==> config.mk <==
export PLATFORM = sky130hd
export DESIGN_NAME = tensor4_permute_scatter_flat
export DESIGN_NICKNAME = d
export VERILOG_FILES = /design/src/hdl/t4p_pkg.sv /design/src/hdl/t4p_if.sv /design/src/hdl/t4p_cfg_regs.sv /design/src/hdl/t4p_ctrl.sv /design/src/hdl/t4p_dpath.sv /design/src/hdl/tensor4_permute_scatter.sv /design/src/flat_wrapper.sv
export SDC_FILE = /design/constraint.sdc
export NUM_CORES = 1
export LEC_CHECK = 0
export BUFFER_PORTS_ARGS = -buffer_cell sky130_fd_sc_hd__buf_2
export CAP_MARGIN = 15
export CORE_ASPECT_RATIO = 0.8
export CORE_MARGIN = 1
export CORE_UTILIZATION = 29
export CTS_CLUSTER_DIAMETER = 100
export CTS_CLUSTER_SIZE = 30
export DETAILED_ROUTE_END_ITERATION = 10
export PLACE_DENSITY = 0.53
export SLEW_MARGIN = 20
export SYNTH_ARGS = -nofsm -noshare
export SYNTH_HDL_FRONTEND = slang
export SYNTH_HIERARCHICAL = 1
export SYNTH_SLANG_ARGS = --single-unit
==> constraint.sdc <==
create_clock -name clk_i -period 13.5 [get_ports clk_i]
set_input_delay 4.05 -clock clk_i [delete_from_list [all_inputs] [get_ports clk_i]]
set_output_delay 4.05 -clock clk_i [all_outputs]
set_load 0.02 [all_outputs]
==> src/hdl/t4p_pkg.sv <==
// Shared types, register map and axis-order table for the four-index reorder block.
`default_nettype none
package t4p_pkg;

  localparam int unsigned WORD_W = 64;
  localparam int unsigned DEST_W = 16;
  localparam int unsigned EXT_REG_W = 5;
  localparam int unsigned APB_ADDR_W = 5;
  localparam int unsigned APB_DATA_W = 32;

  typedef logic [2:0] reg_idx_t;
  localparam reg_idx_t REG_EXTENT_A   = 3'd0;
  localparam reg_idx_t REG_EXTENT_B   = 3'd1;
  localparam reg_idx_t REG_EXTENT_C   = 3'd2;
  localparam reg_idx_t REG_EXTENT_D   = 3'd3;
  localparam reg_idx_t REG_SWAP_12    = 3'd4;
  localparam reg_idx_t REG_SWAP_34    = 3'd5;
  localparam reg_idx_t REG_SWAP_PAIRS = 3'd6;

  typedef logic [1:0] axis_t;
  localparam axis_t AX_A = 2'd0;
  localparam axis_t AX_B = 2'd1;
  localparam axis_t AX_C = 2'd2;
  localparam axis_t AX_D = 2'd3;

  // {swap_pairs, swap_12, swap_34}
  typedef logic [2:0] order_sel_t;
  localparam order_sel_t SEL_1243     = 3'd0;
  localparam order_sel_t SEL_1243_ALT = 3'd1;
  localparam order_sel_t SEL_2134     = 3'd2;
  localparam order_sel_t SEL_2143     = 3'd3;
  localparam order_sel_t SEL_3412     = 3'd4;
  localparam order_sel_t SEL_3421     = 3'd5;
  localparam order_sel_t SEL_4312     = 3'd6;
  localparam order_sel_t SEL_4321     = 3'd7;

  typedef logic [1:0] step_t;

  typedef struct packed {
    logic [EXT_REG_W-1:0] extent_a;
    logic [EXT_REG_W-1:0] extent_b;
    logic [EXT_REG_W-1:0] extent_c;
    logic [EXT_REG_W-1:0] extent_d;
    logic                 swap_12;
    logic                 swap_34;
    logic                 swap_pairs;
  } cfg_t;

  typedef struct packed {
    logic  load;
    logic  mac;
    logic  emit;
    step_t step;
  } ctrl_cmd_t;

  typedef struct packed {
    logic out_free;
  } dp_status_t;

  // Axis taken at a given step of the row-major fold, outermost first.
  function automatic axis_t order_axis(order_sel_t sel, step_t step);
    logic [7:0] seq;
    case (sel)
      SEL_1243, SEL_1243_ALT: seq = {AX_A, AX_B, AX_D, AX_C};
      SEL_2134: seq = {AX_B, AX_A, AX_C, AX_D};
      SEL_2143: seq = {AX_B, AX_A, AX_D, AX_C};
      SEL_3412: seq = {AX_C, AX_D, AX_A, AX_B};
      SEL_3421: seq = {AX_C, AX_D, AX_B, AX_A};
      SEL_4312: seq = {AX_D, AX_C, AX_A, AX_B};
      SEL_4321: seq = {AX_D, AX_C, AX_B, AX_A};
      default:  seq = {AX_A, AX_B, AX_D, AX_C};
    endcase
    return seq[(3 - step) * 2 +: 2];
  endfunction

endpackage
`default_nettype wire

==> src/hdl/t4p_if.sv <==
// Valid/ready stream interfaces for source words and reordered result words.
`default_nettype none
interface t4p_in_if;
  import t4p_pkg::*;
  logic              valid;
  logic              ready;
  logic [WORD_W-1:0] word;
  modport source (output valid, output word, input ready);
  modport sink (input valid, input word, output ready);
endinterface

interface t4p_out_if;
  import t4p_pkg::*;
  logic              valid;
  logic              ready;
  logic [DEST_W-1:0] dest_index;
  logic [WORD_W-1:0] word_out;
  logic              block_end;
  modport source (output valid, output dest_index, output word_out, output block_end,
                  input ready);
  modport sink (input valid, input dest_index, input word_out, input block_end,
                output ready);
endinterface
`default_nettype wire

==> src/hdl/t4p_cfg_regs.sv <==
// APB register file holding the extents and swap flags.
`default_nettype none
module t4p_cfg_regs (
  input  wire logic                               clk_i,
  input  wire logic                               rst_ni,
  input  wire logic                               psel,
  input  wire logic                               penable,
  input  wire logic                               pwrite,
  input  wire logic [t4p_pkg::APB_ADDR_W-1:0]     paddr,
  input  wire logic [t4p_pkg::APB_DATA_W-1:0]     pwdata,
  output logic      [t4p_pkg::APB_DATA_W-1:0]     prdata,
  output logic                                    pready,
  output t4p_pkg::cfg_t                           cfg_o
);
  import t4p_pkg::*;

  cfg_t     cfg_q, cfg_d;
  reg_idx_t idx;
  logic     wr_en;

  assign idx    = paddr[APB_ADDR_W-1:2];
  assign pready = 1'b1;
  assign wr_en  = psel & penable & pwrite;
  assign cfg_o  = cfg_q;

  always_comb begin
    cfg_d = cfg_q;
    if (wr_en) begin
      case (idx)
        REG_EXTENT_A:   cfg_d.extent_a   = pwdata[EXT_REG_W-1:0];
        REG_EXTENT_B:   cfg_d.extent_b   = pwdata[EXT_REG_W-1:0];
        REG_EXTENT_C:   cfg_d.extent_c   = pwdata[EXT_REG_W-1:0];
        REG_EXTENT_D:   cfg_d.extent_d   = pwdata[EXT_REG_W-1:0];
        REG_SWAP_12:    cfg_d.swap_12    = pwdata[0];
        REG_SWAP_34:    cfg_d.swap_34    = pwdata[0];
        REG_SWAP_PAIRS: cfg_d.swap_pairs = pwdata[0];
        default:        cfg_d = cfg_q;
      endcase
    end
  end

  always_comb begin
    case (idx)
      REG_EXTENT_A:   prdata = APB_DATA_W'(cfg_q.extent_a);
      REG_EXTENT_B:   prdata = APB_DATA_W'(cfg_q.extent_b);
      REG_EXTENT_C:   prdata = APB_DATA_W'(cfg_q.extent_c);
      REG_EXTENT_D:   prdata = APB_DATA_W'(cfg_q.extent_d);
      REG_SWAP_12:    prdata = APB_DATA_W'(cfg_q.swap_12);
      REG_SWAP_34:    prdata = APB_DATA_W'(cfg_q.swap_34);
      REG_SWAP_PAIRS: prdata = APB_DATA_W'(cfg_q.swap_pairs);
      default:        prdata = '0;
    endcase
  end

  always_ff @(posedge clk_i or negedge rst_ni) begin
    if (!rst_ni) begin
      cfg_q.extent_a   <= EXT_REG_W'(1);
      cfg_q.extent_b   <= EXT_REG_W'(1);
      cfg_q.extent_c   <= EXT_REG_W'(1);
      cfg_q.extent_d   <= EXT_REG_W'(1);
      cfg_q.swap_12    <= 1'b0;
      cfg_q.swap_34    <= 1'b0;
      cfg_q.swap_pairs <= 1'b0;
    end else begin
      cfg_q <= cfg_d;
    end
  end

endmodule
`default_nettype wire

==> src/hdl/t4p_ctrl.sv <==
// Controller sequencing load, multiply-accumulate steps and result hand-off.
`default_nettype none
module t4p_ctrl (
  input  wire logic                clk_i,
  input  wire logic                rst_ni,
  input  wire logic                in_valid_i,
  output logic                     in_ready_o,
  input  wire t4p_pkg::dp_status_t status_i,
  output t4p_pkg::ctrl_cmd_t       cmd_o
);
  import t4p_pkg::*;

  localparam logic S_IDLE = 1'b0;
  localparam logic S_CALC = 1'b1;
  localparam step_t LAST_STEP = 2'd3;

  logic  state_q, state_d;
  step_t step_q, step_d;

  assign in_ready_o = (state_q == S_IDLE);

  always_comb begin
    state_d    = state_q;
    step_d     = step_q;
    cmd_o.load = 1'b0;
    cmd_o.mac  = 1'b0;
    cmd_o.emit = 1'b0;
    cmd_o.step = step_q;
    case (state_q)
      S_IDLE: begin
        if (in_valid_i) begin
          cmd_o.load = 1'b1;
          step_d     = 2'd1;
          state_d    = S_CALC;
        end
      end
      S_CALC: begin
        if (step_q != LAST_STEP) begin
          cmd_o.mac = 1'b1;
          step_d    = step_q + 2'd1;
        end else if (status_i.out_free) begin
          cmd_o.emit = 1'b1;
          step_d     = '0;
          state_d    = S_IDLE;
        end
      end
      default: state_d = S_IDLE;
    endcase
  end

  always_ff @(posedge clk_i or negedge rst_ni) begin
    if (!rst_ni) begin
      state_q <= S_IDLE;
      step_q  <= '0;
    end else begin
      state_q <= state_d;
      step_q  <= step_d;
    end
  end

endmodule
`default_nettype wire

==> src/hdl/t4p_dpath.sv <==
// Datapath: coordinate counters, shared multiply-add unit and output register.
`default_nettype none
module t4p_dpath #(
  parameter int unsigned MAX_EXTENT = 16
) (
  input  wire logic                          clk_i,
  input  wire logic                          rst_ni,
  input  wire t4p_pkg::cfg_t                 cfg_i,
  input  wire t4p_pkg::ctrl_cmd_t            cmd_i,
  output t4p_pkg::dp_status_t                status_o,
  input  wire logic [t4p_pkg::WORD_W-1:0]    word_i,
  output logic                               out_valid_o,
  input  wire logic                          out_ready_i,
  output logic      [t4p_pkg::DEST_W-1:0]    dest_index_o,
  output logic      [t4p_pkg::WORD_W-1:0]    word_out_o,
  output logic                               block_end_o
);
  import t4p_pkg::*;

  localparam int unsigned ExtW = $clog2(MAX_EXTENT + 1);
  localparam int unsigned PosW = (MAX_EXTENT > 1) ? $clog2(MAX_EXTENT) : 1;

  typedef logic [ExtW-1:0] ext_t;
  typedef logic [PosW-1:0] pos_t;

  function automatic ext_t clamp_ext(logic [EXT_REG_W-1:0] v);
    if (v == '0) begin
      return ext_t'(1);
    end else if (int'(v) > int'(MAX_EXTENT)) begin
      return ext_t'(MAX_EXTENT);
    end
    return ext_t'(v);
  endfunction

  function automatic logic on_last(pos_t p, ext_t e);
    return (int'(p) + 1) >= int'(e);
  endfunction

  ext_t ext_a, ext_b, ext_c, ext_d, ext_sel;
  pos_t pos_a_q, pos_b_q, pos_c_q, pos_d_q;
  pos_t pos_a_d, pos_b_d, pos_c_d, pos_d_d, pos_sel;
  logic la, lb, lc, ld, last;
  order_sel_t sel;
  axis_t axis;
  logic [DEST_W-1:0] acc_q, acc_d, mac_res, prod;
  logic [WORD_W-1:0] word_q;
  logic              out_valid_q, out_valid_d;
  logic [DEST_W-1:0] dest_q;
  logic [WORD_W-1:0] wout_q;
  logic              end_q;

  assign ext_a = clamp_ext(cfg_i.extent_a);
  assign ext_b = clamp_ext(cfg_i.extent_b);
  assign ext_c = clamp_ext(cfg_i.extent_c);
  assign ext_d = clamp_ext(cfg_i.extent_d);

  assign la   = on_last(pos_a_q, ext_a);
  assign lb   = on_last(pos_b_q, ext_b);
  assign lc   = on_last(pos_c_q, ext_c);
  assign ld   = on_last(pos_d_q, ext_d);
  assign last = la & lb & lc & ld;

  assign sel  = {cfg_i.swap_pairs, cfg_i.swap_12, cfg_i.swap_34};
  assign axis = order_axis(sel, cmd_i.step);

  always_comb begin
    case (axis)
      AX_A:    begin pos_sel = pos_a_q; ext_sel = ext_a; end
      AX_B:    begin pos_sel = pos_b_q; ext_sel = ext_b; end
      AX_C:    begin pos_sel = pos_c_q; ext_sel = ext_c; end
      AX_D:    begin pos_sel = pos_d_q; ext_sel = ext_d; end
      default: begin pos_sel = pos_a_q; ext_sel = ext_a; end
    endcase
  end

  assign prod    = DEST_W'(acc_q * DEST_W'(ext_sel));
  assign mac_res = DEST_W'(prod + DEST_W'(pos_sel));

  always_comb begin
    acc_d = acc_q;
    if (cmd_i.load) begin
      acc_d = DEST_W'(pos_sel);
    end else if (cmd_i.mac) begin
      acc_d = mac_res;
    end
  end

  always_comb begin
    pos_a_d = pos_a_q;
    pos_b_d = pos_b_q;
    pos_c_d = pos_c_q;
    pos_d_d = pos_d_q;
    if (cmd_i.emit) begin
      if (!ld) begin
        pos_d_d = pos_d_q + pos_t'(1);
      end else begin
        pos_d_d = '0;
        if (!lc) begin
          pos_c_d = pos_c_q + pos_t'(1);
        end else begin
          pos_c_d = '0;
          if (!lb) begin
            pos_b_d = pos_b_q + pos_t'(1);
          end else begin
            pos_b_d = '0;
            pos_a_d = la ? '0 : pos_a_q + pos_t'(1);
          end
        end
      end
    end
  end

  assign status_o.out_free = ~out_valid_q | out_ready_i;

  always_comb begin
    out_valid_d = out_valid_q;
    if (cmd_i.emit) begin
      out_valid_d = 1'b1;
    end else if (out_ready_i) begin
      out_valid_d = 1'b0;
    end
  end

  always_ff @(posedge clk_i or negedge rst_ni) begin
    if (!rst_ni) begin
      pos_a_q     <= '0;
      pos_b_q     <= '0;
      pos_c_q     <= '0;
      pos_d_q     <= '0;
      out_valid_q <= 1'b0;
    end else begin
      pos_a_q     <= pos_a_d;
      pos_b_q     <= pos_b_d;
      pos_c_q     <= pos_c_d;
      pos_d_q     <= pos_d_d;
      out_valid_q <= out_valid_d;
    end
  end

  always_ff @(posedge clk_i) begin
    acc_q <= acc_d;
    if (cmd_i.load) begin
      word_q <= word_i;
    end
    if (cmd_i.emit) begin
      dest_q <= mac_res;
      wout_q <= word_q;
      end_q  <= last;
    end
  end

  assign out_valid_o  = out_valid_q;
  assign dest_index_o = dest_q;
  assign word_out_o   = wout_q;
  assign block_end_o  = end_q;

endmodule
`default_nettype wire

==> src/hdl/tensor4_permute_scatter.sv <==
// Top level of the four-index block reorder: registers, controller and datapath.
// The accepted word is loaded, two multiply-add steps follow and the emit step writes
// the output register once it is free. Words are taken one at a time, with three passes
// through one shared 16-bit multiply-add unit per destination index.
// A finished word waits in the output register while the next word is taken.
// Reset (asynchronous, active low): extents 1, swap flags 0, counters 0, no word held.
`default_nettype none
module tensor4_permute_scatter #(
  parameter int unsigned MAX_EXTENT = 16
) (
  input  wire logic                           clk_i,
  input  wire logic                           rst_ni,
  input  wire logic                           psel,
  input  wire logic                           penable,
  input  wire logic                           pwrite,
  input  wire logic [t4p_pkg::APB_ADDR_W-1:0] paddr,
  input  wire logic [t4p_pkg::APB_DATA_W-1:0] pwdata,
  output logic      [t4p_pkg::APB_DATA_W-1:0] prdata,
  output logic                                pready,
  t4p_in_if.sink                              in_i,
  t4p_out_if.source                           out_o
);
  import t4p_pkg::*;

  cfg_t       cfg;
  ctrl_cmd_t  cmd;
  dp_status_t status;

  t4p_cfg_regs u_regs (
    .clk_i   (clk_i),
    .rst_ni  (rst_ni),
    .psel    (psel),
    .penable (penable),
    .pwrite  (pwrite),
    .paddr   (paddr),
    .pwdata  (pwdata),
    .prdata  (prdata),
    .pready  (pready),
    .cfg_o   (cfg)
  );

  t4p_ctrl u_ctrl (
    .clk_i      (clk_i),
    .rst_ni     (rst_ni),
    .in_valid_i (in_i.valid),
    .in_ready_o (in_i.ready),
    .status_i   (status),
    .cmd_o      (cmd)
  );

  t4p_dpath #(
    .MAX_EXTENT (MAX_EXTENT)
  ) u_dpath (
    .clk_i        (clk_i),
    .rst_ni       (rst_ni),
    .cfg_i        (cfg),
    .cmd_i        (cmd),
    .status_o     (status),
    .word_i       (in_i.word),
    .out_valid_o  (out_o.valid),
    .out_ready_i  (out_o.ready),
    .dest_index_o (out_o.dest_index),
    .word_out_o   (out_o.word_out),
    .block_end_o  (out_o.block_end)
  );

endmodule
`default_nettype wire
==> src/flat_wrapper.sv <==
// flat-port wrapper written by rule: the top's interface ports become plain ports
module tensor4_permute_scatter_flat import t4p_pkg::*;
#(
  parameter int unsigned MAX_EXTENT = 16
)
  (clk_i, rst_ni, psel, penable, pwrite, paddr, pwdata, prdata, pready, in_i_valid, in_i_word, in_i_ready, out_o_valid, out_o_dest_index, out_o_word_out, out_o_block_end, out_o_ready);
  t4p_in_if in_i_i ();
  t4p_out_if out_o_i ();
  input  wire logic clk_i;
  input  wire logic rst_ni;
  input  wire logic psel;
  input  wire logic penable;
  input  wire logic pwrite;
  input  wire logic [t4p_pkg::APB_ADDR_W-1:0] paddr;
  input  wire logic [t4p_pkg::APB_DATA_W-1:0] pwdata;
  output logic      [t4p_pkg::APB_DATA_W-1:0] prdata;
  output logic pready;
  input wire logic [$bits(in_i_i.valid)-1:0] in_i_valid;
  input wire logic [$bits(in_i_i.word)-1:0] in_i_word;
  output wire logic [$bits(in_i_i.ready)-1:0] in_i_ready;
  output wire logic [$bits(out_o_i.valid)-1:0] out_o_valid;
  output wire logic [$bits(out_o_i.dest_index)-1:0] out_o_dest_index;
  output wire logic [$bits(out_o_i.word_out)-1:0] out_o_word_out;
  output wire logic [$bits(out_o_i.block_end)-1:0] out_o_block_end;
  input wire logic [$bits(out_o_i.ready)-1:0] out_o_ready;
  assign in_i_i.valid = in_i_valid;
  assign in_i_i.word = in_i_word;
  assign in_i_ready = in_i_i.ready;
  assign out_o_valid = out_o_i.valid;
  assign out_o_dest_index = out_o_i.dest_index;
  assign out_o_word_out = out_o_i.word_out;
  assign out_o_block_end = out_o_i.block_end;
  assign out_o_i.ready = out_o_ready;
  tensor4_permute_scatter #(.MAX_EXTENT(MAX_EXTENT)) u_core (.clk_i(clk_i), .rst_ni(rst_ni), .psel(psel), .penable(penable), .pwrite(pwrite), .paddr(paddr), .pwdata(pwdata), .prdata(prdata), .pready(pready), .in_i(in_i_i), .out_o(out_o_i));
endmodule
==> impl_summary.log <==
[metrics] worst vdd ir: 0.0960 mV
[metrics] global route total overflow: 0
[metrics] die area: 37500 um2
[metrics] proportion of power drawn by flip-flops and latches: 34.9%
[metrics] number of H-tree branching levels: 1
[metrics] share of cells above drive strength 1: 24.6%
[metrics] TritonCTS Sinks: 204
[metrics] Switching Fraction: 42.0%
[metrics] transition time of the tightest slew-check pin: 0.989 ns
[metrics] post-CTS setup-driven buffer insertion count: 0
[metrics] via count of the first global-routing pass: 6204
[metrics] Final Hold Viols: 0
[metrics] Longest Clk Path Bufs: 3
[metrics] final count of negative-setup-slack endpoints: 0
[metrics] HPWL after DPL: 16.8 mm
[metrics] number of buffers added by the clock tree synthesis step: 12
[metrics] worst reg2reg startpoint: u_core/u_ctrl/step_q[1]
[metrics] synthesis-stage register bit count: 204
[metrics] Mapped Area: 10600 um2
[metrics] count of max-cap constraint violations: 0
[metrics] P_sw: 1.22 mW
[metrics] ranking of synthesized cells by area: sky130_fd_sc_hd__edfxtp_1 42%, sky130_fd_sc_hd__dfrtp_1 9.2%, sky130_fd_sc_hd__fa_1 7.1%
[metrics] register clock-pin slew on the reported worst setup and hold paths: 0.11 ns
[metrics] aggregate global-route resource usage: 11.9%
[metrics] CTS-repair resized insts: 0
[metrics] effective utilization at floorplan: 29.6%
[metrics] number of enable flip-flop cells after synthesis: 149
[metrics] Critical Path Source Type: input port
[metrics] number of DRC violations after detailed-routing iteration 0: 309
[metrics] maximum fanout along the worst path: 10
[metrics] initial antenna violation count: 0
[metrics] combinational share of power: 50.5%
[metrics] flop-to-flop setup slack: 6.78 ns
[metrics] sequential element share of the synthesized area: 54.4%
[metrics] Post-route DRC: 0
[metrics] number of antenna-violating nets in the routed design: 0
[metrics] last weighted congestion value of the routability-driven placer: 0.792
[metrics] class of the worst hold path: flip-flop to flip-flop
[metrics] Post-CTS Hold Buffers: 0
[metrics] clock network power share: 14.6%
[metrics] Total Nets Final: 1181
[metrics] core footprint: 36000 um2
[metrics] library cell used as clock root buffer: sky130_fd_sc_hd__clkbuf_16
[metrics] worst max-slew margin expressed relative to the limit: 33.8%
[metrics] Arr. time, crit path: 5.17 ns
[metrics] number of input and output port buffers inserted: 166
[metrics] result of the run: complete, no violations
[metrics] routed via count divided by cell count: 4.35
[metrics] clk_lat worst skew: 0.50 ns
[metrics] required time reported for the critical path endpoint: 9.45 ns
[metrics] Synth Area per Inst: 13.2 um2
[metrics] crit path from: paddr[2]
[metrics] standard-cell rows: 62
[metrics] r2r worst-path depth: 18
[metrics] largest net degree at the start of global routing: 71
[metrics] distinct cell type count of the synthesized netlist: 67
[metrics] async set-reset flop share out of synthesis: 21.1%
[metrics] DIE HEIGHT: 173 um
[metrics] width of the chip: 216 um
[metrics] endpoint of the worst setup timing path: prdata[1]
[metrics] number of synthesis warnings: 6
[metrics] LEAKAGE: 5.35 nW
[metrics] unrepaired setup endpoints after global routing: false
[metrics] routed vias: 6352
[metrics] total detailed-routing wirelength: 22.4 mm
[metrics] minimum period implied by the final worst setup slack: 9.22 ns
[metrics] Finished Cell Area: 12400 um2
[metrics] internal power: 1.68 mW
[metrics] Synth-to-Final Area Change: 16.1%
[metrics] Final TNS setup: 0 ns
[metrics] part of the cycle the worst path needs: 68.3%
[metrics] share of Yosys cell area claimed by the top area cell type: 42.0%
[metrics] Clock Skew: 0.0223 ns
[metrics] total placed instance area: 11900 um2
[metrics] count of mapped cells out of synthesis: 805
[metrics] leading register cell type out of synthesis: sky130_fd_sc_hd__edfxtp_1
[metrics] cell type with the largest total area after synthesis: sky130_fd_sc_hd__edfxtp_1
[metrics] max-slew violation count: 0
[metrics] n_diodes: 0
[metrics] maximum clock frequency: 109 MHz
[metrics] power per unit of standard cell area: 235 nW/um2
[metrics] number of I/O pins: 224
[metrics] wire length of the first global-routing pass: 35.3 mm
[metrics] wire length per cell after detailed routing: 15.4 um
[metrics] clock tree from TritonCTS: yes
[metrics] Crit Reg-Reg Endpoint: u_core/u_dpath/acc_q[15]
[metrics] drt first pass iters: 4
[metrics] classification of the worst setup path: input port to output pin
[metrics] type of destination of the critical path: output pin
==> power by group through the flow <==
| stage | Sequential [mW] | Combinational, mW | Clock [mW] |
|---|---|---|---|
| 2_1_floorplan | 1.09 | 1.01 | 0 |
| 3_3_place_gp | 1.03 | 1.46 | 0 |
| 3_5_place_dp | 1.03 | 1.49 | 0 |
| 4_1_cts | 1.02 | 1.49 | 0.439 |
| 5_1_grt | 1.04 | 1.67 | 0.461 |
| 6_report | 1.01 | 1.47 | 0.423 |
==> worst min path at each step <==
| stage | startpoint | endpoint | slack [ns] | cells past startpoint |
|---|---|---|---|---|
| detailed placement | u_core/u_dpath/word_q[55] | u_core/u_dpath/word_out_o[55] | 0.40 | 0 |
| global placement | u_core/u_dpath/word_q[18] | u_core/u_dpath/word_out_o[18] | 0.40 | 0 |
| floorplan | u_core/u_dpath/word_q[0] | u_core/u_dpath/word_out_o[0] | 0.40 | 0 |
| CTS | u_core/u_dpath/word_q[58] | u_core/u_dpath/word_out_o[58] | 0.43 | 0 |
| finish | u_core/u_dpath/word_q[49] | u_core/u_dpath/word_out_o[49] | 0.43 | 0 |
| global route | u_core/u_dpath/word_q[23] | u_core/u_dpath/word_out_o[23] | 0.44 | 0 |
==> cell families after synthesis <==
family	count (synthesis)	share of synthesized area, %
xor+xnor	28	2.50
fa+ha+maj	98	14.2
other cells	2	0.0706
simple gates	198	10.1
mux	53	6.76
compound gates	92	6.18
buf+inv	130	5.75
flops	204	54.4
==> worst max-delay path: stages <==
cell and delay (ns):
sky130_fd_sc_hd__buf_2 0.23, sky130_fd_sc_hd__mux4_2 0.54, sky130_fd_sc_hd__and2_1 0.19, sky130_fd_sc_hd__buf_2 0.16
==> registers in the layout, indices dropped and copies added (netlist names) <==
| signal | cells |
|---|---|
| u_core/u_dpath/word_q | 64 |
| u_core/u_dpath/acc_q | 16 |
| u_core/u_dpath/pos_c_q | 4 |
| u_core/u_dpath/pos_b_q | 4 |
| u_core/u_ctrl/state_q | 1 |
| u_core/u_regs/cfg_o | 23 |
| u_core/u_dpath/pos_a_q | 4 |
| u_core/u_dpath/dest_index_o | 16 |
| u_core/u_dpath/pos_d_q | 4 |
| u_core/u_dpath/word_out_o | 64 |
| u_core/u_ctrl/step_q | 2 |
| u_core/u_dpath/block_end_o | 1 |
| u_core/u_dpath/out_valid_o | 1 |
==> stage by stage <==
stage	power (mW)	hold slack [ns]	utilization, %	instances	setup slack [ns]
final	2.90	0.428	34.3	1461	4.28
after detailed placement	2.52	0.405	33.2	1441	4.25
after global routing	3.17	0.435	34.3	1461	4.22
after floorplan	2.10	0.400	-	831	4.46
after global placement	2.49	0.400	33.2	1441	4.28
after CTS	2.95	0.432	34.3	1461	4.25
==> cell usage in the layout (no fill, tap or decap), drive strengths merged, types with 9 or more instances in the layout <==
| cell | instances |
|---|---|
| a21o | 20 |
| a21oi | 13 |
| and2 | 46 |
| buf | 171 |
| clkbuf | 15 |
| conb | 28 |
| dfrtp | 39 |
| dfxtp | 12 |
| edfxtp | 149 |
| fa | 38 |
| ha | 60 |
| inv | 92 |
| mux2 | 31 |
| mux2i | 13 |
| mux4 | 9 |
| nand2 | 39 |
| nand2b | 24 |
| nand3 | 9 |
| nor2 | 36 |
| nor2b | 18 |
| o21ai | 21 |
| xnor2 | 21 |
==> per-layer routing <==
metal / track usage (%) / wire length (um) / up-vias
met5: 0 / 0 / -
met4: 1.88 / 294 / 0
met3: 1.86 / 952 / 20
met2: 18.8 / 10300 / 114
met1: 17.3 / 10900 / 3131
li1: - / - / 3087
==> area by class of cell <==
cell class              instances  area [um2]
fillers                      3618       23600
flip-flops and latches        204        5800
multi-input cells             497        4340
repair buffers                171         871
well taps                     480         601
inverters                      89         334
clock buffers                  15         333
clock inverters                 5        80.1
==> synthesized netlist by cell type (20+ instances only) <==
cell,number
sky130_fd_sc_hd__dfrtp_1,39
sky130_fd_sc_hd__nor2_1,35
sky130_fd_sc_hd__and2_1,46
sky130_fd_sc_hd__xnor2_1,20
sky130_fd_sc_hd__fa_1,38
sky130_fd_sc_hd__nand2_1,38
sky130_fd_sc_hd__ha_1,60
sky130_fd_sc_hd__o21ai_0,21
sky130_fd_sc_hd__buf_4,29
sky130_fd_sc_hd__nand2b_1,24
sky130_fd_sc_hd__mux2_2,25
sky130_fd_sc_hd__inv_1,89
sky130_fd_sc_hd__edfxtp_1,149
sky130_fd_sc_hd__a21o_1,20
(Power assumes the default switching activity.)
